$ cat config.mk
export PLATFORM = sky130hd
export DESIGN_NAME = box_filter_3x3_edge_avg_core
export DESIGN_NICKNAME = d
export VERILOG_FILES = /design/src/hw/rtl/bxf_pkg.sv /design/src/hw/rtl/bxf_ram.sv /design/src/hw/rtl/bxf_cell.sv /design/src/hw/rtl/bxf_sum.sv /design/src/hw/rtl/bxf_div.sv /design/src/hw/rtl/box_filter_3x3_edge_avg_core.sv
export SDC_FILE = /design/constraint.sdc
export NUM_CORES = 2
export LEC_CHECK = 0
export ABC_AREA = 0
export BUFFER_PORTS_ARGS = -buffer_cell sky130_fd_sc_hd__buf_2
export CORE_ASPECT_RATIO = 1.25
export CORE_MARGIN = 5
export CORE_UTILIZATION = 50
export CTS_CLUSTER_DIAMETER = 30
export DETAILED_ROUTE_END_ITERATION = 6
export GPL_TIMING_DRIVEN = 0
export HOLD_SLACK_MARGIN = 0.08
export PLACE_DENSITY = 0.68
export SETUP_SLACK_MARGIN = 0.1
export SLEW_MARGIN = 10
export SYNTH_ARGS = -nofsm -noshare
export SYNTH_HDL_FRONTEND = slang
export SYNTH_SLANG_ARGS = --single-unit
$ cat constraint.sdc
create_clock -name clk -period 9.9 [get_ports clk]
set_input_delay 1.485 -clock clk [delete_from_list [all_inputs] [get_ports clk]]
set_output_delay 1.485 -clock clk [all_outputs]
set_load 0.01 [all_outputs]
$ cat src/hw/rtl/bxf_pkg.sv
// Shared widths, types and register indexes for the 3x3 box filter.
`default_nettype none

package bxf_pkg;

    localparam int MAX_WIDTH_DEF = 64;

    localparam int PIX_W        = 8;
    localparam int ROW_W        = 16;
    localparam int COL_OUT_W    = 6;
    localparam int IMG_WIDTH_W  = 7;
    localparam int IMG_HEIGHT_W = 16;
    localparam int CFG_IDX_W    = 2;
    localparam int CFG_DATA_W   = 16;

    // A full window sums to at most 9 * 255, and at most nine cells count.
    localparam int SUM_W = 12;
    localparam int CNT_W = 4;

    localparam logic [IMG_WIDTH_W-1:0]  IMG_WIDTH_RST  = 7'd64;
    localparam logic [IMG_HEIGHT_W-1:0] IMG_HEIGHT_RST = 16'd64;

    typedef enum logic [CFG_IDX_W-1:0] {
        REG_IMAGE_WIDTH  = 2'd0,
        REG_IMAGE_HEIGHT = 2'd1
    } cfg_reg_t;

    typedef logic [PIX_W-1:0] pixel_t;
    typedef logic [SUM_W-1:0] sum_t;
    typedef logic [CNT_W-1:0] cnt_t;

    // One window column; element 0 is the oldest row, element 2 the current row.
    typedef pixel_t [2:0] bxf_col_t;

    // Which window rows and columns take part in one mean.
    typedef struct packed {
        logic [2:0] rows;
        logic [2:0] cols;
    } bxf_mask_t;

    // Position flags of one pixel, worked out when it enters.
    typedef struct packed {
        logic row_ge1;
        logic row_ge2;
        logic col_ge1;
        logic col_ge2;
        logic last_row;
        logic last_col;
    } bxf_flags_t;

endpackage

`default_nettype wire

$ cat src/hw/rtl/bxf_ram.sv
// Generic single-write, single-read RAM with a registered read port.
`default_nettype none

module bxf_ram #(
    parameter int WIDTH = 16,
    parameter int DEPTH = 64,
    localparam int AW = (DEPTH > 1) ? $clog2(DEPTH) : 1
) (
    input  logic             clk,
    input  logic             we,
    input  logic [AW-1:0]    waddr,
    input  logic [WIDTH-1:0] wdata,
    input  logic             re,
    input  logic [AW-1:0]    raddr,
    output logic [WIDTH-1:0] rdata
);

    logic [WIDTH-1:0] mem_reg [DEPTH];
    logic [WIDTH-1:0] rdata_reg;

    // A read and a write to the same address in one cycle return the old data.
    always_ff @(posedge clk)
    begin
        if (we)
        begin
            mem_reg[waddr] <= wdata;
        end
        if (re)
        begin
            rdata_reg <= mem_reg[raddr];
        end
    end

    assign rdata = rdata_reg;

endmodule

`default_nettype wire

$ cat src/hw/rtl/bxf_cell.sv
// One window column cell; the cells form a chain that shifts left per pixel.
`default_nettype none

module bxf_cell
    import bxf_pkg::*;
(
    input  logic     clk,
    input  logic     rst_n,
    input  logic     shift,
    input  bxf_col_t col_in,
    output bxf_col_t col_out
);

    bxf_col_t col_reg;

    always_ff @(posedge clk or negedge rst_n)
    begin
        if (!rst_n)
        begin
            col_reg <= '0;
        end
        else if (shift)
        begin
            col_reg <= col_in;
        end
    end

    assign col_out = col_reg;

endmodule

`default_nettype wire

$ cat src/hw/rtl/bxf_sum.sv
// Masked sum and cell count over the 3x3 window.
`default_nettype none

module bxf_sum
    import bxf_pkg::*;
(
    input  bxf_col_t  win0,
    input  bxf_col_t  win1,
    input  bxf_col_t  win2,
    input  bxf_mask_t mask,
    output sum_t      sum,
    output cnt_t      cnt
);

    bxf_col_t   win [3];
    logic [8:0] incl;

    assign win[0] = win0;
    assign win[1] = win1;
    assign win[2] = win2;

    always_comb
    begin
        for (int k = 0; k < 3; k++)
        begin
            for (int j = 0; j < 3; j++)
            begin
                incl[k*3+j] = mask.rows[k] & mask.cols[j];
            end
        end
    end

    always_comb
    begin
        sum = '0;
        for (int k = 0; k < 3; k++)
        begin
            for (int j = 0; j < 3; j++)
            begin
                if (incl[k*3+j])
                begin
                    sum = sum + SUM_W'(win[j][k]);
                end
            end
        end
    end

    assign cnt = CNT_W'($countones(incl));

endmodule

`default_nettype wire

$ cat src/hw/rtl/bxf_div.sv
// Floor division of a window sum by its cell count (1, 2, 3, 4, 6 or 9).
`default_nettype none

module bxf_div
    import bxf_pkg::*;
(
    input  sum_t   sum,
    input  cnt_t   cnt,
    output pixel_t quot
);

    // Reciprocals are exact over the sum ranges each count can produce.
    localparam int RECIP_W = 12;
    localparam int RECIP_3 = 2731;
    localparam int SHIFT_3 = 13;
    localparam int RECIP_9 = 3641;
    localparam int SHIFT_9 = 15;
    localparam int MUL_W   = SUM_W + RECIP_W;

    logic [SUM_W-1:0]   mul_a;
    logic [RECIP_W-1:0] mul_b;
    logic [MUL_W-1:0]   prod;
    logic [MUL_W-1:0]   quot_wide;

    always_comb
    begin
        mul_a = sum;
        mul_b = RECIP_W'(RECIP_3);
        case (cnt)
            4'd6:    mul_a = sum >> 1;
            4'd9:    mul_b = RECIP_W'(RECIP_9);
            default: ;
        endcase
    end

    assign prod = MUL_W'(mul_a) * MUL_W'(mul_b);

    always_comb
    begin
        case (cnt) inside
            4'd1:       quot_wide = MUL_W'(sum);
            4'd2:       quot_wide = MUL_W'(sum >> 1);
            4'd4:       quot_wide = MUL_W'(sum >> 2);
            4'd3, 4'd6: quot_wide = prod >> SHIFT_3;
            4'd9:       quot_wide = prod >> SHIFT_9;
            default:    quot_wide = '0;
        endcase
    end

    assign quot = quot_wide[PIX_W-1:0];

endmodule

`default_nettype wire

$ cat src/hw/rtl/box_filter_3x3_edge_avg_core.sv
// Top level of the streaming 3x3 box filter with image-clipped mean.
// Path: line store read stage, result sequencing stage, divide stage, output register.
// Throughput: one pixel per cycle without output stall; a pixel that completes more
// than one result (up to 4, on the last row or column) holds the single result stage.
// Reset: counters and valids clear, width and height return to 64, window reads zero;
// line stores hold no defined data until written.
`default_nettype none

module box_filter_3x3_edge_avg_core
    import bxf_pkg::*;
#(
    parameter int MAX_WIDTH = MAX_WIDTH_DEF
) (
    input  logic                  clk,
    input  logic                  rst_n,

    input  logic                  in_valid,
    output logic                  in_stall,
    input  logic [PIX_W-1:0]      pixel_in,

    output logic                  out_valid,
    input  logic                  out_stall,
    output logic [PIX_W-1:0]      smoothed,
    output logic [ROW_W-1:0]      out_row,
    output logic [COL_OUT_W-1:0]  out_col,
    output logic                  run_last,
    output logic                  frame_done,

    input  logic                  cfg_wr_en,
    input  logic [CFG_IDX_W-1:0]  cfg_index,
    input  logic [CFG_DATA_W-1:0] cfg_data
);

    localparam int CW     = (MAX_WIDTH > 1) ? $clog2(MAX_WIDTH) : 1;
    localparam int LINE_W = 2 * PIX_W;

    // Configuration
    logic [IMG_WIDTH_W-1:0]  img_width_reg;
    logic [IMG_HEIGHT_W-1:0] img_height_reg;
    logic                    cfg_width_we;
    logic                    cfg_height_we;
    logic [CW-1:0]           w_last;
    logic [ROW_W-1:0]        h_last;

    // Input position
    logic [ROW_W-1:0]        row_reg;
    logic [CW-1:0]           col_reg;
    bxf_flags_t              cur_flags;

    // Line store read stage
    logic                    s1_valid_reg;
    pixel_t                  s1_px_reg;
    logic [ROW_W-1:0]        s1_row_reg;
    logic [CW-1:0]           s1_col_reg;
    bxf_flags_t              s1_flags_reg;
    logic                    byp_hit_reg;
    logic [LINE_W-1:0]       byp_data_reg;
    logic [LINE_W-1:0]       ram_rdata;
    logic [LINE_W-1:0]       line_q;
    logic [LINE_W-1:0]       line_wdata;
    bxf_col_t                new_col;

    // Window chain: chain[j] is window column j, chain[3] feeds the newest cell.
    bxf_col_t                chain [4];

    // Result sequencing stage
    logic [3:0]              pend_reg;
    logic [3:0]              pend_load;
    logic [3:0]              pend_sel;
    logic [3:0]              pend_rest;
    logic [ROW_W-1:0]        s2_row_reg;
    logic [CW-1:0]           s2_col_reg;
    bxf_flags_t              s2_flags_reg;
    logic                    sel_dr;
    logic                    sel_dc;
    bxf_mask_t               sel_mask;
    sum_t                    sel_sum;
    cnt_t                    sel_cnt;

    // Divide stage and output register
    logic                    s3_valid_reg;
    sum_t                    s3_sum_reg;
    cnt_t                    s3_cnt_reg;
    logic [ROW_W-1:0]        s3_row_reg;
    logic [CW-1:0]           s3_col_reg;
    logic                    s3_last_reg;
    logic                    s3_done_reg;
    logic [31:0]             s3_col_ext;
    pixel_t                  s3_quot;

    logic                    out_valid_reg;
    pixel_t                  out_pix_reg;
    logic [ROW_W-1:0]        out_row_reg;
    logic [COL_OUT_W-1:0]    out_col_reg;
    logic                    out_last_reg;
    logic                    out_done_reg;

    // Flow control
    logic                    out_ready;
    logic                    s3_ready;
    logic                    emit;
    logic                    s2_ready;
    logic                    s1_ready;
    logic                    s1_adv;
    logic                    accept;

    // ------------------------------------------------------------------
    // Configuration registers
    // ------------------------------------------------------------------
    always_comb
    begin
        cfg_width_we  = 1'b0;
        cfg_height_we = 1'b0;
        if (cfg_wr_en)
        begin
            unique case (cfg_index)
                REG_IMAGE_WIDTH:  cfg_width_we  = 1'b1;
                REG_IMAGE_HEIGHT: cfg_height_we = 1'b1;
                default:          ;
            endcase
        end
    end

    always_ff @(posedge clk or negedge rst_n)
    begin
        if (!rst_n)
        begin
            img_width_reg  <= IMG_WIDTH_RST;
            img_height_reg <= IMG_HEIGHT_RST;
        end
        else
        begin
            if (cfg_width_we)
            begin
                img_width_reg <= cfg_data[IMG_WIDTH_W-1:0];
            end
            if (cfg_height_we)
            begin
                img_height_reg <= cfg_data[IMG_HEIGHT_W-1:0];
            end
        end
    end

    // A width of zero acts as one, and a width beyond the line store is clamped.
    always_comb
    begin
        if (img_width_reg == '0)
        begin
            w_last = '0;
        end
        else if (32'(img_width_reg) > MAX_WIDTH)
        begin
            w_last = CW'(MAX_WIDTH - 1);
        end
        else
        begin
            w_last = CW'(img_width_reg - 7'd1);
        end
    end

    assign h_last = (img_height_reg == '0) ? '0 : img_height_reg - 16'd1;

    // ------------------------------------------------------------------
    // Flow control
    // ------------------------------------------------------------------
    assign out_ready = !out_valid_reg || !out_stall;
    assign s3_ready  = !s3_valid_reg || out_ready;
    assign emit      = (pend_reg != '0) && s3_ready;
    assign s2_ready  = (pend_reg == '0) || (emit && (pend_rest == '0));
    assign s1_ready  = !s1_valid_reg || s2_ready;
    assign s1_adv    = s1_valid_reg && s2_ready;
    assign in_stall  = !s1_ready;
    assign accept    = in_valid && !in_stall;

    // ------------------------------------------------------------------
    // Input position counters
    // ------------------------------------------------------------------
    assign cur_flags.row_ge1  = (row_reg != '0);
    assign cur_flags.row_ge2  = (row_reg[ROW_W-1:1] != '0);
    assign cur_flags.col_ge1  = (col_reg != '0);
    assign cur_flags.col_ge2  = (32'(col_reg) >= 32'd2);
    assign cur_flags.last_row = (row_reg == h_last);
    assign cur_flags.last_col = (col_reg == w_last);

    always_ff @(posedge clk or negedge rst_n)
    begin
        if (!rst_n)
        begin
            row_reg <= '0;
            col_reg <= '0;
        end
        else if (cfg_width_we || cfg_height_we)
        begin
            row_reg <= '0;
            col_reg <= '0;
        end
        else if (accept)
        begin
            if (cur_flags.last_col)
            begin
                col_reg <= '0;
                row_reg <= cur_flags.last_row ? '0 : row_reg + 16'd1;
            end
            else
            begin
                col_reg <= col_reg + CW'(1);
            end
        end
    end

    // ------------------------------------------------------------------
    // Line stores: one RAM entry per column holds {two rows up, one row up}
    // ------------------------------------------------------------------
    bxf_ram #(
        .WIDTH (LINE_W),
        .DEPTH (MAX_WIDTH)
    ) u_line_ram (
        .clk   (clk),
        .we    (s1_adv),
        .waddr (s1_col_reg),
        .wdata (line_wdata),
        .re    (accept),
        .raddr (col_reg),
        .rdata (ram_rdata)
    );

    always_ff @(posedge clk or negedge rst_n)
    begin
        if (!rst_n)
        begin
            s1_valid_reg <= 1'b0;
            byp_hit_reg  <= 1'b0;
        end
        else if (accept)
        begin
            s1_valid_reg <= 1'b1;
            // With a one-pixel row the read meets the write of the previous pixel.
            byp_hit_reg  <= s1_valid_reg && (s1_col_reg == col_reg);
        end
        else if (s1_adv)
        begin
            s1_valid_reg <= 1'b0;
        end
    end

    always_ff @(posedge clk)
    begin
        if (accept)
        begin
            s1_px_reg    <= pixel_in;
            s1_row_reg   <= row_reg;
            s1_col_reg   <= col_reg;
            s1_flags_reg <= cur_flags;
            byp_data_reg <= line_wdata;
        end
    end

    assign line_q     = byp_hit_reg ? byp_data_reg : ram_rdata;
    assign line_wdata = {line_q[PIX_W-1:0], s1_px_reg};

    // Rows not yet written in this frame enter the window as zero.
    assign new_col[0] = s1_flags_reg.row_ge2 ? line_q[LINE_W-1:PIX_W] : '0;
    assign new_col[1] = s1_flags_reg.row_ge1 ? line_q[PIX_W-1:0] : '0;
    assign new_col[2] = s1_px_reg;

    // ------------------------------------------------------------------
    // Window cell chain
    // ------------------------------------------------------------------
    assign chain[3] = new_col;

    for (genvar i = 0; i < 3; i++)
    begin : g_cell
        bxf_cell u_cell (
            .clk     (clk),
            .rst_n   (rst_n),
            .shift   (s1_adv),
            .col_in  (chain[i+1]),
            .col_out (chain[i])
        );
    end

    // ------------------------------------------------------------------
    // Result sequencing: bit 0 up-left, bit 1 up, bit 2 left, bit 3 the pixel itself
    // ------------------------------------------------------------------
    assign pend_load[0] = s1_flags_reg.row_ge1 & s1_flags_reg.col_ge1;
    assign pend_load[1] = s1_flags_reg.row_ge1 & s1_flags_reg.last_col;
    assign pend_load[2] = s1_flags_reg.last_row & s1_flags_reg.col_ge1;
    assign pend_load[3] = s1_flags_reg.last_row & s1_flags_reg.last_col;

    assign pend_sel  = pend_reg & (~pend_reg + 4'd1);
    assign pend_rest = pend_reg & ~pend_sel;
    assign sel_dr    = pend_sel[2] | pend_sel[3];
    assign sel_dc    = pend_sel[1] | pend_sel[3];

    always_ff @(posedge clk or negedge rst_n)
    begin
        if (!rst_n)
        begin
            pend_reg <= '0;
        end
        else if (s1_adv)
        begin
            pend_reg <= pend_load;
        end
        else if (emit)
        begin
            pend_reg <= pend_rest;
        end
    end

    always_ff @(posedge clk)
    begin
        if (s1_adv)
        begin
            s2_row_reg   <= s1_row_reg;
            s2_col_reg   <= s1_col_reg;
            s2_flags_reg <= s1_flags_reg;
        end
    end

    // A result on the current row or column drops the oldest window row or column.
    assign sel_mask.rows = {1'b1, s2_flags_reg.row_ge1, !sel_dr && s2_flags_reg.row_ge2};
    assign sel_mask.cols = {1'b1, s2_flags_reg.col_ge1, !sel_dc && s2_flags_reg.col_ge2};

    bxf_sum u_sum (
        .win0 (chain[0]),
        .win1 (chain[1]),
        .win2 (chain[2]),
        .mask (sel_mask),
        .sum  (sel_sum),
        .cnt  (sel_cnt)
    );

    // ------------------------------------------------------------------
    // Divide stage
    // ------------------------------------------------------------------
    always_ff @(posedge clk or negedge rst_n)
    begin
        if (!rst_n)
        begin
            s3_valid_reg <= 1'b0;
        end
        else if (s3_ready)
        begin
            s3_valid_reg <= emit;
        end
    end

    always_ff @(posedge clk)
    begin
        if (emit)
        begin
            s3_sum_reg  <= sel_sum;
            s3_cnt_reg  <= sel_cnt;
            s3_row_reg  <= s2_row_reg + ROW_W'(sel_dr) - 16'd1;
            s3_col_reg  <= s2_col_reg + CW'(sel_dc) - CW'(1);
            s3_last_reg <= (pend_rest == '0);
            s3_done_reg <= pend_sel[3];
        end
    end

    bxf_div u_div (
        .sum  (s3_sum_reg),
        .cnt  (s3_cnt_reg),
        .quot (s3_quot)
    );

    assign s3_col_ext = 32'(s3_col_reg);

    // ------------------------------------------------------------------
    // Output register
    // ------------------------------------------------------------------
    always_ff @(posedge clk or negedge rst_n)
    begin
        if (!rst_n)
        begin
            out_valid_reg <= 1'b0;
        end
        else if (out_ready)
        begin
            out_valid_reg <= s3_valid_reg;
        end
    end

    always_ff @(posedge clk)
    begin
        if (out_ready && s3_valid_reg)
        begin
            out_pix_reg  <= s3_quot;
            out_row_reg  <= s3_row_reg;
            out_col_reg  <= s3_col_ext[COL_OUT_W-1:0];
            out_last_reg <= s3_last_reg;
            out_done_reg <= s3_done_reg;
        end
    end

    assign out_valid  = out_valid_reg;
    assign smoothed   = out_pix_reg;
    assign out_row    = out_row_reg;
    assign out_col    = out_col_reg;
    assign run_last   = out_last_reg;
    assign frame_done = out_done_reg;

endmodule

`default_nettype wire

==> flow_metrics.tcl <==
set metrics [dict create \
    hold_violations 0 \
    synth_edf_count 1190 \
    violations "design-rule violations" \
    max_stage_delay_ns 0.53 \
    detail-route-antenna-nets 0 \
    cpMaxStageDelayCell "fa_2" \
    grt_overflow 0 \
    avgRoutedWirePerCell_um 25.7 \
    syn_nets 3596 \
    drt_first_pass_iters 7 \
    largest_register_ffs 1024 \
    grt_use_met1 0.285 \
    root_buffer "clkbuf_16" \
    synth.top_cell.area_share 0.619 \
    drv_slew 0 \
    cts_hold_buf 0 \
    min_path_type "reg2reg" \
    synth_top_cells_by_count "edfxtp_1 (1190), mux4_2 (337), nand2_1 (298)" \
    dpl.cell_count 4986 \
    dieArea_sq_um 122000 \
    fin_worst_skew_ns 0.0424 \
    gr-usage-met2 0.393 \
    max_freq_ghz 0.105 \
    maxSlewHeadroom 0.106 \
    synthCells 3350 \
    hpwlAfterDp_mm 92.1 \
    crit_path_end_kind "flop" \
    yosysSeqAreaShare 0.673 \
    coreArea_sq_um 115000 \
    critPathLaunchType "flop" \
    syn2layout_area_growth_pct 21.4 \
    io_pins 65 \
    cts_num_sinks 1315 \
    ys.flop_type "edfxtp_1" \
    clk_pin_slew_ns 0.05 \
    hold_depth 0 \
    die_w_um 314 \
    period_needed_ns 9.50 \
    cts_tree "done" \
    syn_area_sq_um 57700 \
    place_congestion 0.825 \
    drc 2 \
    ys_warn_count 0 \
    rows 139 \
    drtIter0Drc 3269 \
    grt_pass1_vias 32991 \
    worst_slack_ns 0.399 \
    antenna_found_initial 2 \
    outcome "finished with violations" \
    detailedPlace.worstSlack_ns -0.997 \
    io_buffers 64 \
    initial_core_util 0.503 \
    htree_levels 4 \
    worstMarginPinSlew_ns 1.34 \
    yosysMostFrequentCell "edfxtp_1" \
    final-setup-viol-count 0 \
    cts_buffers 224 \
    worstSetupPathType "reg2reg" \
    yosys-top-cells-area "edfxtp_1 (62%), mux4_2 (13%), dfrtp_1 (5.3%), ha_1 (3.3%), fa_1 (2.2%)" \
    cts.path.max_buffers 3 \
    clock_latency_ns 0.79 \
    viasPerCell 5.91 \
    layout.cells.non_filler 5429 \
    critical_path_required_ns 10.36 \
    vias 32090 \
    grt.busiest_layer "met2" \
    nets 4000 \
    period_share 0.960 \
    grt_first_pass_wirelength_mm 208 \
    synth_top_area_cell "edfxtp_1" \
    cp_max_fo 9 \
    die_y_um 390 \
    cp.arrival_ns 9.97 \
    grt_max_degree 80 \
    synth_seq_cells 1315 \
    drive_above_1_share 0.280 \
    async_flop_share 0.0951 \
    drt-total-wl_mm 139 \
    yosys.cell_types.count 91 \
    grt_use_total 0.228 \
    avgSynthCellArea_sq_um 17.2 \
    maxCapViolations 0 \
    use_met3 0.0432 \
    worstRegToRegCells 43 \
]
[per-stage QoR]
stage                     area (sq um)  hold slack (ns)   util  TNS [ns]
after floorplan                  57700            0.400      -         0
after global placement           59900            0.402  0.522     -1.25
after detailed placement         61600            0.405  0.537     -1.41
after CTS                        69700            0.415  0.607         0
after global routing             70100            0.415  0.611   -0.0229
final                            70100            0.413  0.611         0
[cells in the final DEF, fill, tap and decap left out, drive strengths merged, types with 15 or more instances in the layout]
master,synthesis,final
fa,64,64
nor4,18,18
clkbuf,100,346
xor2,46,46
a21o,16,16
and2,18,18
and3,21,21
mux4,337,337
edfxtp,1190,1190
clkinv,2,79
ha,151,151
o31ai,17,17
or3,15,15
buf,43,220
a21oi,50,50
nor2b,19,19
nand2,299,299
inv,160,197
nand2b,37,37
mux2,51,51
clkinvlp,0,27
bufinv,0,34
dfrtp,123,123
nor2,149,149
o21a,28,28
xnor2,54,54
o21ai,108,108
nor3,30,30
nand3,46,46
[cells by family (layout without fill, tap and decap cells)]
| kind of cell | count (synthesis) | after routing | synth area share |
|---|---|---|---|
| AO/OA/AOI/OAI | 313 | 313 | 0.0353 |
| XOR/XNOR | 100 | 100 | 0.0156 |
| adder cells (fa/ha/maj) | 218 | 218 | 0.0555 |
| buffers and inverters | 305 | 903 | 0.0202 |
| flip-flops | 1315 | 1315 | 0.673 |
| multiplexers | 400 | 400 | 0.144 |
| other | 0 | 1 | 0 |
| AND/OR/NAND/NOR | 699 | 699 | 0.0565 |
[metal layers]
| layer | up-vias | wire length, um | share of wire |
|---|---|---|---|
| met4 | 2 | 6420 | 0.046 |
| met5 | - | 13 | 0.000093 |
| met3 | 306 | 9530 | 0.068 |
| met1 | 16472 | 51100 | 0.37 |
| li1 | 13969 | - | - |
| met2 | 1341 | 72400 | 0.52 |
[worst max-delay path: cells and delay by family (launching register included)]
kind                     cells  cell delay (ns)
buffers and inverters        5             0.52
AND/OR/NAND/NOR              8             1.31
multiplexers                 1             0.46
AO/OA/AOI/OAI               18             3.15
flip-flops                   1             0.36
adder cells (fa/ha/maj)      9             3.12
XOR/XNOR                     2             0.25
[path summary, 6_finish.rpt]
path | from | end | slack (ns)
hold reg to reg | s3_row_reg[4] | out_row[4] | 0.41
min in group asynchronous | rst_n | g_cell[2].u_cell.col_out[13] | 0.65
setup reg to reg | pend_reg[3] | s3_sum_reg[10] | 0.40
max in group asynchronous | rst_n | img_height_reg[6] | 8.44
hold / removal | s3_row_reg[4] | out_row[4] | 0.41
setup / recovery | pend_reg[3] | s3_sum_reg[10] | 0.40
[final cells by class]
type / instances / area [sq um]
well taps: 1480 / 1850
plain buffers: 142 / 564
flip-flops and latches: 1315 / 38900
fillers: 8007 / 44700
inverters: 162 / 609
clock buffers: 245 / 5740
repair buffers: 179 / 2050
clock inverters: 175 / 2180
multi-input cells: 1730 / 18200
diodes: 1 / 2.50
[what timing repair did]
| action | 4_1_cts | 5_1_grt |
|---|---|---|
| cloned | 0 | 0 |
| pin swaps | 3 | 34 |
| buffers inserted | 8 | 15 |
| resized for setup | 18 | 77 |
| setup endpoints to repair | 4 | 3 |
Power is left out: the tool's default activity adds up to more than one toggle a clock period on the data nets, which glitch-free logic cannot reach.
